**src/dual_motor_pwm_ramp_macros.svh**
```systemverilog
// Assertion macros shared by the motor drive RTL.
// Every macro checks on the rising edge of clk_i and is off while rst_ni is low.
`ifndef DUAL_MOTOR_PWM_RAMP_MACROS_SVH
`define DUAL_MOTOR_PWM_RAMP_MACROS_SVH
`ifndef NO_ASSERTIONS
// The condition holds at every clock edge.
`define DMPR_ASSERT(lbl, cond) \
  lbl: assert property (@(posedge clk_i) disable iff (!rst_ni) (cond)) \
    else $error("dmpr assertion failed");
// The consequent holds in the same cycle as the antecedent.
`define DMPR_ASSERT_IMP(lbl, ante, cons) \
  lbl: assert property (@(posedge clk_i) disable iff (!rst_ni) (ante) |-> (cons)) \
    else $error("dmpr implication failed");
// The consequent holds in the cycle after the antecedent.
`define DMPR_ASSERT_NXT(lbl, ante, cons) \
  lbl: assert property (@(posedge clk_i) disable iff (!rst_ni) (ante) |=> (cons)) \
    else $error("dmpr next-cycle check failed");
`else
`define DMPR_ASSERT(lbl, cond)
`define DMPR_ASSERT_IMP(lbl, ante, cons)
`define DMPR_ASSERT_NXT(lbl, ante, cons)
`endif
`endif

```
**src/dmpr_pkg.sv**
```systemverilog
// Shared constants, codes and types of the dual motor PWM ramp block.
// No dependencies; every other RTL file imports this package.
`default_nettype none

package dmpr_pkg;

  // Fixed scaling of the drive.
  localparam int unsigned PWM_TOP       = 999;
  localparam int unsigned SPEED_LIMIT   = 400;
  localparam int unsigned REVERSE_FLOOR = 100;

  // Field widths.
  localparam int unsigned OP_W  = 2;
  localparam int unsigned SPD_W = 16;
  localparam int unsigned TGT_W = 16;
  localparam int unsigned DLY_W = 16;
  localparam int unsigned CMP_W = 10;
  localparam int unsigned MAG_W = $clog2(SPEED_LIMIT + 1);

  // Operation codes.
  typedef enum logic [OP_W-1:0] {
    OP_SET    = 2'd0,
    OP_CHANGE = 2'd1,
    OP_TICK   = 2'd2,
    OP_STOP   = 2'd3
  } op_e;

  // Ramp phase of one side.
  typedef enum logic [1:0] {
    PH_IDLE  = 2'd0,
    PH_SLOW  = 2'd1,
    PH_CLIMB = 2'd2
  } phase_e;

  // Decoded command word held in the input register.
  typedef struct packed {
    op_e              op;
    logic             side;
    logic             set_backward;
    logic [CMP_W-1:0] set_compare;
    logic             goal_backward;
    logic [CMP_W-1:0] goal_compare;
    logic [DLY_W-1:0] reload;
  } cmd_t;

  // Visible state of one side.
  typedef struct packed {
    logic [CMP_W-1:0] compare;
    logic             backward;
    logic             ramping;
  } side_status_t;

  // Drive state that one ramp step changes.
  typedef struct packed {
    logic [CMP_W-1:0] compare;
    logic             backward;
    phase_e           phase;
  } ramp_t;

endpackage

`default_nettype wire

```
**src/dual_motor_pwm_ramp.sv**
```systemverilog
// Dual motor PWM drive with slew-limited ramps on each side.
// A result word is valid after its input word has passed the input register and then
// the side state registers. Throughput: one word per cycle unless the output stalls;
// the two registers form two stages, and the output stall holds both.
// Reset: both compare values 0, directions forward, ramps idle, step delay 1.
`default_nettype none

module dual_motor_pwm_ramp (
  input  wire logic                        clk_i,
  input  wire logic                        rst_ni,
  input  wire logic                        in_valid_i,
  output logic                             in_stall_o,
  input  wire logic [dmpr_pkg::OP_W-1:0]    operation_i,
  input  wire logic                        side_i,
  input  wire logic signed [dmpr_pkg::SPD_W-1:0] signed_speed_i,
  input  wire logic                        target_backward_i,
  input  wire logic [dmpr_pkg::TGT_W-1:0]   target_compare_i,
  input  wire logic [dmpr_pkg::DLY_W-1:0]   step_delay_i,
  output logic                             out_valid_o,
  input  wire logic                        out_stall_i,
  output logic [dmpr_pkg::CMP_W-1:0]        left_compare_o,
  output logic                             left_backward_o,
  output logic [dmpr_pkg::CMP_W-1:0]        right_compare_o,
  output logic                             right_backward_o,
  output logic                             left_ramping_o,
  output logic                             right_ramping_o
);

  import dmpr_pkg::*;
`include "dual_motor_pwm_ramp_macros.svh"

  logic         s1_v_q, s1_v_d;
  logic         out_v_q, out_v_d;
  logic         load;
  logic         advance;
  cmd_t         cmd;
  side_status_t left_st, right_st;

  // Handshake: the input register moves on whenever the result slot is free.
  assign advance    = s1_v_q && (!out_v_q || !out_stall_i);
  assign in_stall_o = s1_v_q && out_v_q && out_stall_i;
  assign load       = in_valid_i && !in_stall_o;
  assign s1_v_d     = load || (s1_v_q && !advance);
  assign out_v_d    = advance || (out_v_q && out_stall_i);

  always_ff @(posedge clk_i or negedge rst_ni) begin
    if (!rst_ni) begin
      s1_v_q  <= 1'b0;
      out_v_q <= 1'b0;
    end else begin
      s1_v_q  <= s1_v_d;
      out_v_q <= out_v_d;
    end
  end

  // Input register with speed scaling.
  dmpr_decode u_decode (
    .clk_i             (clk_i),
    .load_i            (load),
    .operation_i       (operation_i),
    .side_i            (side_i),
    .signed_speed_i    (signed_speed_i),
    .target_backward_i (target_backward_i),
    .target_compare_i  (target_compare_i),
    .step_delay_i      (step_delay_i),
    .cmd_o             (cmd)
  );

  // Left and right motor state.
  dmpr_side u_left (
    .clk_i    (clk_i),
    .rst_ni   (rst_ni),
    .fire_i   (advance),
    .hit_i    (!cmd.side),
    .cmd_i    (cmd),
    .status_o (left_st)
  );

  dmpr_side u_right (
    .clk_i    (clk_i),
    .rst_ni   (rst_ni),
    .fire_i   (advance),
    .hit_i    (cmd.side),
    .cmd_i    (cmd),
    .status_o (right_st)
  );

  // Result word straight from the side state.
  assign out_valid_o      = out_v_q;
  assign left_compare_o   = left_st.compare;
  assign left_backward_o  = left_st.backward;
  assign left_ramping_o   = left_st.ramping;
  assign right_compare_o  = right_st.compare;
  assign right_backward_o = right_st.backward;
  assign right_ramping_o  = right_st.ramping;

  // The input side stalls only when both stages are full and blocked.
  `DMPR_ASSERT_IMP(a_stall_full, in_stall_o, s1_v_q && out_v_q)
  // A word that leaves the input register shows up as a result.
  `DMPR_ASSERT_NXT(a_adv_out, advance, out_v_q)
  // While a result waits, the side state does not move.
  `DMPR_ASSERT_NXT(a_hold, out_v_q && out_stall_i,
                   $stable(left_st) && $stable(right_st))

endmodule

`default_nettype wire

```
**src/dmpr_decode.sv**
```systemverilog
// Input register of the motor drive: clamps and scales the signed speed,
// saturates the target and fixes a zero delay. Depends on dmpr_pkg.
`default_nettype none

module dmpr_decode (
  input  wire logic                      clk_i,
  input  wire logic                      load_i,
  input  wire logic [dmpr_pkg::OP_W-1:0]  operation_i,
  input  wire logic                      side_i,
  input  wire logic signed [dmpr_pkg::SPD_W-1:0] signed_speed_i,
  input  wire logic                      target_backward_i,
  input  wire logic [dmpr_pkg::TGT_W-1:0] target_compare_i,
  input  wire logic [dmpr_pkg::DLY_W-1:0] step_delay_i,
  output dmpr_pkg::cmd_t                 cmd_o
);

  import dmpr_pkg::*;

  // Reciprocal of the speed limit, scaled by PWM_TOP, in FRAC_W fraction bits.
  localparam int unsigned FRAC_W  = 16;
  localparam longint unsigned RECIP_L =
    (longint'(PWM_TOP) << FRAC_W) / longint'(SPEED_LIMIT);
  localparam int unsigned RECIP_W = $clog2(RECIP_L + 1);
  localparam int unsigned PROD_W  = MAG_W + RECIP_W;
  localparam int unsigned NUM_W   = MAG_W + $clog2(PWM_TOP + 1);
  localparam logic [RECIP_W-1:0] RECIP = RECIP_W'(RECIP_L);
  localparam logic signed [SPD_W:0] LIM = (SPD_W+1)'(SPEED_LIMIT);

  logic signed [SPD_W:0] clamped;
  logic signed [SPD_W:0] abs_speed;
  logic [MAG_W-1:0]      mag;
  logic [PROD_W-1:0]     prod;
  logic [CMP_W-1:0]      est;
  logic [NUM_W-1:0]      rem;
  logic [CMP_W-1:0]      scaled;
  cmd_t                  cmd_d, cmd_q;

  // Clamp the speed to the limit and take its magnitude.
  always_comb begin
    if (signed_speed_i > LIM) begin
      clamped = LIM;
    end else if (signed_speed_i < -LIM) begin
      clamped = -LIM;
    end else begin
      clamped = (SPD_W+1)'(signed_speed_i);
    end
    abs_speed = clamped[SPD_W] ? -clamped : clamped;
    mag       = abs_speed[MAG_W-1:0];
  end

  // Scale by PWM_TOP / SPEED_LIMIT: reciprocal estimate, then one correction.
  always_comb begin
    prod = PROD_W'(mag) * PROD_W'(RECIP);
    est  = prod[FRAC_W +: CMP_W];
    rem  = NUM_W'(mag) * NUM_W'(PWM_TOP) - NUM_W'(est) * NUM_W'(SPEED_LIMIT);
    scaled = est + CMP_W'(rem >= NUM_W'(SPEED_LIMIT));
  end

  // Assemble the command word.
  always_comb begin
    cmd_d.op            = op_e'(operation_i);
    cmd_d.side          = side_i;
    cmd_d.set_backward  = clamped[SPD_W];
    cmd_d.set_compare   = scaled;
    cmd_d.goal_backward = target_backward_i;
    cmd_d.goal_compare  = (target_compare_i > TGT_W'(PWM_TOP)) ? CMP_W'(PWM_TOP)
                                                              : target_compare_i[CMP_W-1:0];
    cmd_d.reload        = (step_delay_i == '0) ? DLY_W'(1) : step_delay_i;
  end

  // Payload register; its valid bit lives in the top level.
  always_ff @(posedge clk_i) begin
    if (load_i) begin
      cmd_q <= cmd_d;
    end
  end

  assign cmd_o = cmd_q;

endmodule

`default_nettype wire

```
**src/dmpr_side.sv**
```systemverilog
// State and update logic of one motor side: direct set, paced ramp with
// slow-down before reversal, and stop. Depends on dmpr_pkg and the macros header.
`default_nettype none

module dmpr_side (
  input  wire logic           clk_i,
  input  wire logic           rst_ni,
  input  wire logic           fire_i,
  input  wire logic           hit_i,
  input  dmpr_pkg::cmd_t      cmd_i,
  output dmpr_pkg::side_status_t status_o
);

  import dmpr_pkg::*;
`include "dual_motor_pwm_ramp_macros.svh"

  localparam logic [CMP_W-1:0] FLOOR = CMP_W'(REVERSE_FLOOR);

  ramp_t            now_q, now_d;
  logic [CMP_W-1:0] goal_q, goal_d;
  logic             goal_dir_q, goal_dir_d;
  logic [DLY_W-1:0] reload_q, reload_d;
  logic [DLY_W-1:0] cd_q, cd_d;
  logic [DLY_W-1:0] cd_dec;
  ramp_t            start;
  ramp_t            stepped;

  // One ramp step: slow down toward the floor, then reverse and climb.
  function automatic ramp_t ramp_step(ramp_t r, logic [CMP_W-1:0] goal, logic goal_dir);
    ramp_t            n;
    logic [CMP_W-1:0] base;
    logic             dir;
    n = r;
    if (r.phase == PH_SLOW && r.compare > FLOOR) begin
      n.compare = r.compare - 1'b1;
    end else if (r.phase == PH_SLOW || r.phase == PH_CLIMB) begin
      base = (r.phase == PH_SLOW) ? '0 : r.compare;
      dir  = (r.phase == PH_SLOW) ? goal_dir : r.backward;
      if (base < goal) begin
        n.compare = base + 1'b1;
      end else if (base > goal) begin
        n.compare = base - 1'b1;
      end else begin
        n.compare = base;
      end
      n.backward = dir;
      n.phase    = (n.compare == goal && dir == goal_dir) ? PH_IDLE : PH_CLIMB;
    end
    return n;
  endfunction

  // Step inputs for a new ramp command and for a tick.
  always_comb begin
    start          = now_q;
    if (now_q.backward != cmd_i.goal_backward) begin
      start.phase = PH_SLOW;
    end else if (now_q.compare != cmd_i.goal_compare) begin
      start.phase = PH_CLIMB;
    end else begin
      start.phase = PH_IDLE;
    end
    cd_dec = cd_q - DLY_W'(cd_q != '0);
    if (cmd_i.op == OP_CHANGE) begin
      stepped = ramp_step(start, cmd_i.goal_compare, cmd_i.goal_backward);
    end else begin
      stepped = ramp_step(now_q, goal_q, goal_dir_q);
    end
  end

  // Next state for the command at the head of the pipeline.
  always_comb begin
    now_d      = now_q;
    goal_d     = goal_q;
    goal_dir_d = goal_dir_q;
    reload_d   = reload_q;
    cd_d       = cd_q;
    if (fire_i) begin
      unique case (cmd_i.op)
        OP_SET: begin
          if (hit_i) begin
            now_d.compare  = cmd_i.set_compare;
            now_d.backward = cmd_i.set_backward;
            now_d.phase    = PH_IDLE;
            goal_d         = cmd_i.set_compare;
            goal_dir_d     = cmd_i.set_backward;
            cd_d           = '0;
          end
        end
        OP_CHANGE: begin
          if (hit_i) begin
            goal_d     = cmd_i.goal_compare;
            goal_dir_d = cmd_i.goal_backward;
            reload_d   = cmd_i.reload;
            now_d      = stepped;
            cd_d       = (stepped.phase != PH_IDLE) ? cmd_i.reload : '0;
          end
        end
        OP_TICK: begin
          if (now_q.phase != PH_IDLE) begin
            if (cd_dec == '0) begin
              now_d = stepped;
              cd_d  = (stepped.phase != PH_IDLE) ? reload_q : '0;
            end else begin
              cd_d = cd_dec;
            end
          end
        end
        OP_STOP: begin
          now_d.compare = '0;
          now_d.phase   = PH_IDLE;
          goal_d        = '0;
          goal_dir_d    = now_q.backward;
          cd_d          = '0;
        end
        default: begin
          now_d = now_q;
        end
      endcase
    end
  end

  // State registers; they double as this side's result fields.
  always_ff @(posedge clk_i or negedge rst_ni) begin
    if (!rst_ni) begin
      now_q.compare  <= '0;
      now_q.backward <= 1'b0;
      now_q.phase    <= PH_IDLE;
      goal_q         <= '0;
      goal_dir_q     <= 1'b0;
      reload_q       <= DLY_W'(1);
      cd_q           <= '0;
    end else begin
      now_q      <= now_d;
      goal_q     <= goal_d;
      goal_dir_q <= goal_dir_d;
      reload_q   <= reload_d;
      cd_q       <= cd_d;
    end
  end

  assign status_o.compare  = now_q.compare;
  assign status_o.backward = now_q.backward;
  assign status_o.ramping  = (now_q.phase != PH_IDLE);

  // The compare value never leaves the PWM range.
  `DMPR_ASSERT(a_cmp_range, now_q.compare <= CMP_W'(PWM_TOP))
  // An idle side keeps no pending countdown.
  `DMPR_ASSERT_IMP(a_idle_cd, now_q.phase == PH_IDLE, cd_q == '0)
  // A stop leaves the side at zero with no ramp.
  `DMPR_ASSERT_NXT(a_stop, fire_i && cmd_i.op == OP_STOP,
                   now_q.compare == '0 && now_q.phase == PH_IDLE)

endmodule

`default_nettype wire

```
**config.mk**
```make
export PLATFORM = sky130hd
export DESIGN_NAME = dual_motor_pwm_ramp
export DESIGN_NICKNAME = d
export VERILOG_FILES = /design/src/dmpr_pkg.sv /design/src/dual_motor_pwm_ramp.sv /design/src/dmpr_decode.sv /design/src/dmpr_side.sv
export VERILOG_INCLUDE_DIRS = /design/src /design/src/src
export SDC_FILE = /design/constraint.sdc
export NUM_CORES = 1
export LEC_CHECK = 0
export BUFFER_PORTS_ARGS = -buffer_cell sky130_fd_sc_hd__buf_2
export CAP_MARGIN = 25
export CORE_MARGIN = 1.5
export CORE_UTILIZATION = 60
export DETAILED_ROUTE_END_ITERATION = 8
export PLACE_DENSITY = 0.88
export RECOVER_POWER = 25
export SYNTH_ARGS = -nofsm -noshare
export SYNTH_HDL_FRONTEND = slang
export SYNTH_SLANG_ARGS = --single-unit
```
**constraint.sdc**
```tcl
create_clock -name clk_i -period 4.6 [get_ports clk_i]
set_input_delay 0.46 -clock clk_i [delete_from_list [all_inputs] [get_ports clk_i]]
set_output_delay 0.46 -clock clk_i [all_outputs]
set_load 0.01 [all_outputs]
```
* Yosys cells after proc, flatten, opt, wreduce, memory -nomap -nowiden
Index checks and enable logic that the tools add are counted.
Cells by class: $add $sub $neg 15, multiply operators 3, $lt $le $gt $ge 14, equality and inequality tests 31, muxes and demuxes 93, bitwise gates (word level) 1, reductions and logical operators 47
Operators with widths (number):
- $mux W10 | 32
- $mux W16 | 12
- $mux W13 | 14
- $pmux W16 S4 | 2
- $pmux W10 S4 | 2
- $pmux W10 S3 | 2
- $sub A10 B1 Y10 const B | 6
- $logic_not A16 Y1 | 3
- $add A10 B1 Y10 const B | 4
- $eq A10 B10 Y1 | 4
- $gt A10 B10 Y1 | 4
- $lt A10 B10 Y1 | 4
- $mux W17 | 2
- $gt A16 B10 Y1 const B | 2
- $reduce_bool A16 Y1 | 2
- $sub A16 B1 Y16 | 2
- $mul A9 B16 Y24 const B | 1
- $gt A10 B7 Y1 const B | 2
- $ne A10 B10 Y1 | 2
- $ge A19 B9 Y1 const B | 1
- $mul A9 B10 Y19 const B | 1
- $sub A19 B19 Y19 | 1
- $lt A16 B10 Y1 const B | 1
- $mux W2 | 8
- 25 further kinds | 90
Storage, ports and cells: register bits 155, bits of input ports 56, logic and storage cells 227

* Longest topological paths before layout
Gate-level depths: netlist of the first run.
depth after elaboration 22, gate-level depth with buffers 63

* Modules after synthesis
Synthesis of the first run repeated with hierarchy kept, for this count alone.
Second synthesis, totals: cell total of the unflattened synthesis 2590, area, all modules 21261.6 µm²
By module, submodules not included:
- dmpr_decode | instances 1, cells each 778, area an instance 7557.2 µm²
- dmpr_side at u_right | instances 1, cells each 926, area an instance 6998.0 µm²
- dmpr_side at u_left | instances 1, cells each 877, area an instance 6610.1 µm²
- dual_motor_pwm_ramp | instances 1, cells each 9, area an instance 96.3 µm²

* Worst setup path after synthesis of the first run
OpenSTA, ideal clock, no wires.
kind input port to flip-flop, start point input port signed_speed_i[5] (netlist name), end point register u_decode.cmd_q, in the netlist u_decode.cmd_o[36] (data pin), library setup time 0.270 ns, arrival time 13.464 ns, setup slack -9.134 ns, stages on the path 53, cell sequence a311oi_1 or3_1 ha_1 clkbuf_1 nor2_1 nand2_1 ha_1 nor3b_1 o311ai_0 a21oi_1 a21oi_1 o21a_1 clkbuf_1 xnor2_1 ha_1 nand2b_1 fa_1 fa_1 (+17 left out) fa_1 fa_1 fa_1 inv_1 ha_1 o21a_1 o31a_1 o21a_1 o21a_1 o21a_1 o21a_1 o21ai_0 or4b_2 o2111ai_1 ha_1 and3_1 nand3_1 xor2_1
RTL lines:
- from (decl) | RTL line dual_motor_pwm_ramp.sv:15 | input wire logic signed [dmpr_pkg::SPD_W-1:0] signed_speed_i,
- to (signal assigned) | RTL line dmpr_decode.sv:74 | cmd_q <= cmd_d;
- to (decl) | RTL line dmpr_decode.sv:36 | cmd_t cmd_d, cmd_q;

==> summary.txt, run 1 <==
Clock tree
  • Root cell of the clock tree: clkbuf_16
  • CTS tree: done
  • CTS buffer count: 17
  • H-Tree Level Count: 4
  • Clk pin slew, worst setup/hold paths: approximately 80 ps
  • Clk_lat worst skew: 460 ps
  • Num Clock Sinks: roughly 160
  • Buffers from clock root to sink, at most: 2

Logic synthesis
  • Top cells by area in the synthesized netlist: dfrtp_1 14%, ha_1 13%, fa_1 9.5%, edfxtp_1 6.3%, xnor2_1 5.7%
  • Part of the Yosys area used for sequential elements: 0.210
  • Post-Synthesis Cell Area: approximately 20,000 um^2
  • Yosys cell types: 92
  • #FFs+latches synth: approximately 160
  • Synth Net Count: 2,661
  • Warnings from Yosys: 0
  • Post-Synthesis Mean Instance Area: about 8.4 um^2
  • Share of Yosys cell area claimed by the top area cell type: 0.144
  • Post-synth top flop: dfrtp_1
  • Post-Synthesis Cells: between 2,000 and 2,500
  • Largest area contributor in the synthesized netlist: dfrtp_1
  • Fraction of registers with async set/reset: 0.735
  • Count of flip-flops with a built-in enable after synthesis: 41

Timing
  • Tcrit/Tclk final: 2.83
  • Actual transition at the worst max-transition pin: roughly 2200 ps
  • RSZ-0062 raised after global routing: true
  • Final worst clock skew: roughly 14 ps
  • Minimum clock period: ~13,000 ps
  • Final setup fails: 27
  • Number of max-slew violations in the final report: between 80 and 90
  • Highest clock rate: ~0.077 GHz
  • Endpoints failing hold: 0
  • Relative max-transition margin: -0.465
  • Minimum hold slack: between 150 and 200 ps
  • Worst-case setup margin in the final layout: -8420 ps

Final layout
  • Number of nets in the layout: around 3,000
  • Area Growth Syn to Fin: 25.4%
  • Total non-filler cell area in the finished layout: ~24,000 um^2
  • Proportion of layout cells with a drive suffix above 1: 0.266
  • Final Util: 0.768

Floorplanning
  • Core Region: between 30,000 and 40,000 um^2
  • Standard-cell row count: 65
  • Vertical die dimension: 183 um
  • Starting utilization of the core area: 0.613
  • Floorplan die width: between 150 and 200 um
  • Number of I/O pins: just over 80
  • Total Die Area: roughly 33,000 um^2

GRT
  • Global-route wire length before repair: roughly 110,000 um
  • Largest net degree at the start of global routing: 79
  • GR Util All Layers: 0.421
  • Initial antenna violation count: 3
  • Grt ovf: 0
  • Vias in the first global route: 20,779

Routing
  • Total Wirelength: 76,800 um
  • Detail-routed net length per standard cell: 25.1 um
  • Vias after detailed routing: around 21,000
  • Average via count per standard cell: between 6 and 7
  • Iteration-0 DRC count of the detailed router: 3,221
  • TritonRoute pass-1 iters: 7
  • DR DRC count: 0
  • Residual antenna-violating net count after detailed routing: 0

Min path
  • Min-Delay Startpoint: operation_i[1]
  • Hold Path Cell Cnt: 1
  • Hold Path Class: primary input to flip-flop
  • Sink of the worst hold path: u_decode.cmd_o[40]$_DFFE_PP_

Critical path
  • Worst reg2reg path startpoint: u_left.now_q[1]$_DFFE_PN0P_
  • Crit end category: flip-flop
  • Startpoint Class: primary input
  • Capture instance of the worst register-to-register path: u_left.cd_q[15]$_DFFE_PN0P_
  • Crit Path Max Fanout: 5
  • Critical path class: primary input to flip-flop
  • Slowest library cell on the worst path: fa_1
  • Worst path most repeated cell: ha_1
  • Slowest stage delay, CP: 590 ps
  • Length in cells of the worst reg-to-reg path: 18
  • Worst path required time: about 4800 ps
  • Crit path arrival time: between 10,000 and 15,000 ps
  • Register-to-register setup slack: -580 ps

Placed design
  • Global placement routability congestion: a little over 1
  • DPL Wire Length: roughly 50,000 um
  • Port Buffers: slightly above 80
  • Placed Instance Area: around 23,000 um^2

Status
  • Failing checks: capacitance limit, slew limit, setup timing
  • Status: finished with violations

Job
  • Max capacitance violation total: 2
final cells by class:
class / instances / area, um^2
clock inverters: 13 / 128
repair buffers: 454 / 3290
inverters: 283 / 1070
fillers: 1974 / 7350
diodes: 2 / 5.00
multi-input cells: 1729 / 14800
flip-flops and latches: 155 / 4090
well taps: 402 / 503
clock buffers: 19 / 464
how the worst max path moves through the flow:
stage          cells after the start                from                      endpoint  slack, ps
2_1_floorplan                     54   signed_speed_i[9]  u_decode.cmd_o[36]$_DFFE_PP_      -7560
3_3_place_gp                      56  signed_speed_i[13]  u_decode.cmd_o[32]$_DFFE_PP_      -7820
3_5_place_dp                      58   signed_speed_i[9]  u_decode.cmd_o[35]$_DFFE_PP_      -8350
4_1_cts                           58  signed_speed_i[14]  u_decode.cmd_o[35]$_DFFE_PP_      -7470
5_1_grt                           59   signed_speed_i[9]  u_decode.cmd_o[35]$_DFFE_PP_      -8580
6_report                          59   signed_speed_i[0]  u_decode.cmd_o[35]$_DFFE_PP_      -8420
sequential cells by signal (all words and copies together), names as in the netlist, 2 cells and up:
name and flops:
u_right.reload_q 16, u_left.cd_q 16, u_left.goal_q 10, u_right.goal_q 10
u_left.status_o 11, u_right.cd_q 16, u_right.now_q 2, u_decode.cmd_o 41
u_left.now_q 2, u_left.reload_q 16, u_right.status_o 11
metrics by stage:
step	setup slack [ps]	setup TNS, ps	instances
3_5_place_dp	-8350	-83360	2987
6_report	-8420	-91450	3057
5_1_grt	-8580	-95110	3057
3_3_place_gp	-7820	-77780	2985
4_1_cts	-7470	-73840	3036
2_1_floorplan	-7560	-74280	2305
worst max-delay path, delay by kind of cell:
kind            cells  cell delay (ps)
buf+inv            11             1190
fa+ha+maj          16             5510
xor+xnor            7             1360
simple gates        9             1500
compound gates     16             3140
cells in the final DEF (no fill, tap or decap), types with 20 or more instances in the layout:
cell,count
o21a_1,20
nor3_1,41
nand3_1,56
nand2b_1,27
mux2_2,39
inv_1,264
a31oi_1,34
nand4_1,31
dfrtp_1,111
nand2_1,134
xor2_1,40
a21oi_1,124
o21ai_0,82
nor4_1,21
fa_1,89
o22ai_1,21
edfxtp_1,41
or3_1,20
o221ai_1,27
nor2_1,164
buf_4,365
a22oi_1,32
ha_1,169
xnor2_1,113
buf_2,60
o211ai_1,21
and2_1,20
mux2i_1,25
ha_4,35
routing by layer:
layer  GRT usage  vias up  part of all wire
li1            -     8793                 -
met5           0        -            0.0012
met3      0.0838      682              0.12
met2       0.708     1824              0.45
met1       0.496     9887              0.34
met4       0.258        6             0.094
timing repair:
| action | CTS | global route |
|---|---|---|
| pin swaps | 56 | 76 |
| setup buffers | 17 | 18 |
| gates resized for setup | 84 | 63 |
| endpoints found under the setup margin | 29 | 53 |
| hold buffers | 0 | 0 |
cells by family (layout without fill, tap and decap cells):
logic type	Yosys count	after routing	share of synthesized area
compound gates	549	549	0.193
simple gates	640	640	0.166
mux	64	64	0.0355
fa+ha+maj	302	302	0.230
other cells	0	2	0
xor+xnor	174	174	0.0788
buf+inv	421	769	0.0870
flops	155	155	0.210
synthesized netlist by cell type (8+ instances only):
cell type and number:
o211ai_1 21, a32oi_1 8, nor4_1 22, xor2_1 46, or3_1 21, mux2i_1 25, or2_2 9, buf_1 8
o22ai_1 21, a221oi_1 8, nand2b_1 29, a22oi_1 32, a21o_1 20, buf_2 13, nor3b_1 19, a211o_1 8
and2_1 21, o31ai_1 8, edfxtp_1 41, xnor2_1 127, o21ai_0 88, ha_1 208, o21a_1 22, fa_1 92
clkbuf_1 94, o221ai_1 28, nand4_1 31, nand3_1 60, mux2_2 39, a21oi_1 131, a211oi_1 13, dfrtp_1 112
nor2_1 174, nor2b_1 18, buf_4 21, and3_1 12, nor3_1 43, a31oi_1 37, nand2_1 144, o21ai_1 11
inv_1 281
Power of run 1 is left out: the tool's default activity adds up to more than one toggle a clock period on the data nets, which glitch-free logic cannot reach.
==> run 2, diff against run 1 <==
Settings changed: TNS_END_PERCENT set to 30.
==> run 2 against run 1 <==
  * The flow finishes with violations (DRC, capacitance limit, slew limit, setup timing)
  * Setup slack gained 110 ps
  * Count of clock-buffer cells in the layout is the same
  * Wire length grew 0.95%
  * Critical path depth grew 2
  * Non-clock buffer count shrank 9
  * Die area is the same
  * Clock skew grew 3.3 ps
  * Critical path type unchanged
  * Critical endpoint is now u_decode.cmd_o[34]$_DFFE_PP_
  * Highest routed layer is now met4
==> summary.txt, run 2 (synthesized netlist as in run 1, its figures left out) <==
Critical path
  • Sum of buffers and inverters on the critical path: 11 (unchanged)
  • Slowest library cell on the worst path: fa_1
  • Worst reg2reg path startpoint: u_left.cd_q[6]$_DFFE_PN0P_
  • Worst setup endpoint: u_decode.cmd_o[34]$_DFFE_PP_
  • Worst path most repeated cell: ha_4
  • Startpoint Class: primary input
  • Length in cells of the worst reg-to-reg path: 17 (-1)
  • Capture instance of the worst register-to-register path: u_left.cd_q[0]$_DFFE_PN0P_
  • Register-to-register setup slack: -430 ps (+150 ps)
  • Crit path arrival time: 13,150 ps (-70 ps)
  • Timing startpoint of the critical path: signed_speed_i[13]
  • Critical path class: primary input to flip-flop
  • CP delay by family, top: adder cells
  • Crit Path Max Fanout: 3 (-2)
  • Critical path depth: 61 (+3.4%)
  • Slowest stage delay, CP: 600 ps (about the same)
  • Worst path required time: 4850 ps (+40 ps)
  • Crit end category: flip-flop

Timing
  • Worst-case setup margin in the final layout: -8300 ps (+114 ps)
  • Number of max-slew violations in the final report: 68 (-16%)
  • Tcrit/Tclk final: 2.80 (-0.0249)
  • RSZ-0062 raised after global routing: true
  • Relative max-transition margin: -1.52 (-1.05)
  • Actual transition at the worst max-transition pin: 3780 ps (+1580 ps)
  • Minimum hold slack: 193 ps (+0.0450 ps)
  • Highest clock rate: 0.0775 GHz (+0.89%)
  • Minimum clock period: 12,900 ps (-114 ps)
  • Endpoints failing hold: 0 (unchanged)
  • Final setup fails: 37 (+37%)
  • Final worst clock skew: 17.8 ps (+3.33 ps)

Routing
  • Total Wirelength: 77,500 um (+0.95%)
  • DR DRC count: 10 (+10)
  • Detail-routed net length per standard cell: 25.4 um (+1.3%)
  • Residual antenna-violating net count after detailed routing: 0 (unchanged)
  • Iteration-0 DRC count of the detailed router: 2,929 (-9.1%)
  • Average via count per standard cell: 6.98 (+0.71%)
  • Vias after detailed routing: 21,272 (+0.38%)
  • TritonRoute pass-1 iters: 9 (+2)

Floorplanning
  • Starting utilization of the core area: 0.613 (unchanged)
  • Number of I/O pins: 82 (unchanged)
  • Standard-cell row count: 65 (unchanged)
  • Floorplan die width: 183 um (unchanged)
  • Vertical die dimension: 183 um (unchanged)
  • Total Die Area: 33,500 um^2 (unchanged)
  • Core Region: 31,700 um^2 (unchanged)

GRT
  • Grt ovf: 0 (unchanged)
  • Vias in the first global route: 20,978 (+0.96%)
  • Largest net degree at the start of global routing: 68 (-14%)
  • GR Util All Layers: 0.419 (-0.00173)
  • Global-route wire length before repair: 110,000 um (-0.24%)
  • Initial antenna violation count: 3 (unchanged)

Final layout
  • Commonest cells after routing, fill and taps aside: 357 x buf_4, 259 x inv_1, 166 x ha_1
  • Layout filler cell count: 1,928 (-2.3%)
  • Area used by sequential logic in the layout: 4090 um^2 (about the same)
  • Non-filler instance count after layout: 3,047 (-0.33%)
  • Total non-filler cell area in the finished layout: 24,300 um^2 (-0.30%)
  • Proportion of layout cells with a drive suffix above 1: 0.267 (+0.000906)
  • Number of flip-flops under the largest register name: 41 (unchanged)
  • Area Growth Syn to Fin: 25.0%
  • Multi-input gate area in the final layout: 14,900 um^2 (+0.32%)
  • Number of nets in the layout: 2,987 (-0.30%)
  • Leading cell type in the layout, fill and taps excluded: buf_4

Clock tree
  • Buffers from clock root to sink, at most: 2 (unchanged)
  • H-Tree Level Count: 4 (unchanged)
  • Num Clock Sinks: 155 (unchanged)
  • CTS buffer count: 17 (unchanged)
  • CTS tree: done
  • Clk_lat worst skew: 470 ps (about the same)
  • Hold buffers post-CTS: 0 (unchanged)
  • Root cell of the clock tree: clkbuf_16
  • Clk pin slew, worst setup/hold paths: 70 ps (about the same)

Placed design
  • Port Buffers: 81 (unchanged)
  • Global placement routability congestion: 1.02 (+0.36%)
  • Placed Instance Area: 22,700 um^2 (about the same)
  • Total instance count after detailed placement: 2,988 (+0.033%)
  • DPL Wire Length: 51,100 um (+0.91%)

Min path
  • Min-Delay Startpoint: target_backward_i
  • Hold Path Class: primary input to flip-flop

Status
  • Status: finished with violations
  • Failing checks: DRC, capacitance limit, slew limit, setup timing

Job
  • Max capacitance violation total: 1 (-1)
run 2: routing by layer:
| layer | vias up | wire, um | global-route usage |
|---|---|---|---|
| met5 | - | 0 | 0 |
| met4 | 0 | 7370 | 0.293 |
| li1 | 8763 | - | - |
| met1 | 10040 | 26200 | 0.483 |
| met2 | 1789 | 35400 | 0.708 |
| met3 | 680 | 8540 | 0.0741 |
run 2: how the worst min path moves through the flow:
stage / end / slack [ps] / cells after the start
floorplan: out_valid_o$_DFF_PN0_ / 160 / 0
global placement: u_right.cd_q[12]$_DFFE_PN0P_ / 480 / 2
detailed placement: u_left.cd_q[10]$_DFFE_PN0P_ / 490 / 2
CTS: u_right.cd_q[8]$_DFFE_PN0P_ / 160 / 1
global route: u_decode.cmd_o[39]$_DFFE_PP_ / 180 / 1
finish: u_decode.cmd_o[26]$_DFFE_PP_ / 190 / 1
run 2: timing repair:
action,CTS,global route
resized for setup,80,83
cloned,0,1
pin swaps,57,33
endpoints found under the setup margin,28,55
buffers inserted,16,9
run 2: cell type report:
type / instances / area share
inverters: 283 / 0.0440
multi-input cells: 1729 / 0.612
clock buffers: 19 / 0.0187
clock inverters: 13 / 0.00443
flip-flops and latches: 155 / 0.168
diodes: 1 / 0.000103
repair buffers: 445 / 0.132
well taps: 402 / 0.0207
run 2: stage by stage:
step | worst slack [ps] | setup TNS, ps | utilization
after global routing | -8780 | -93050 | 0.766
after CTS | -7490 | -74240 | 0.750
after global placement | -7810 | -77750 | 0.716
after detailed placement | -8320 | -82980 | 0.716
final | -8300 | -88140 | 0.766
after floorplan | -7560 | -74380 | -
Power of run 2 is left out for the same reason.
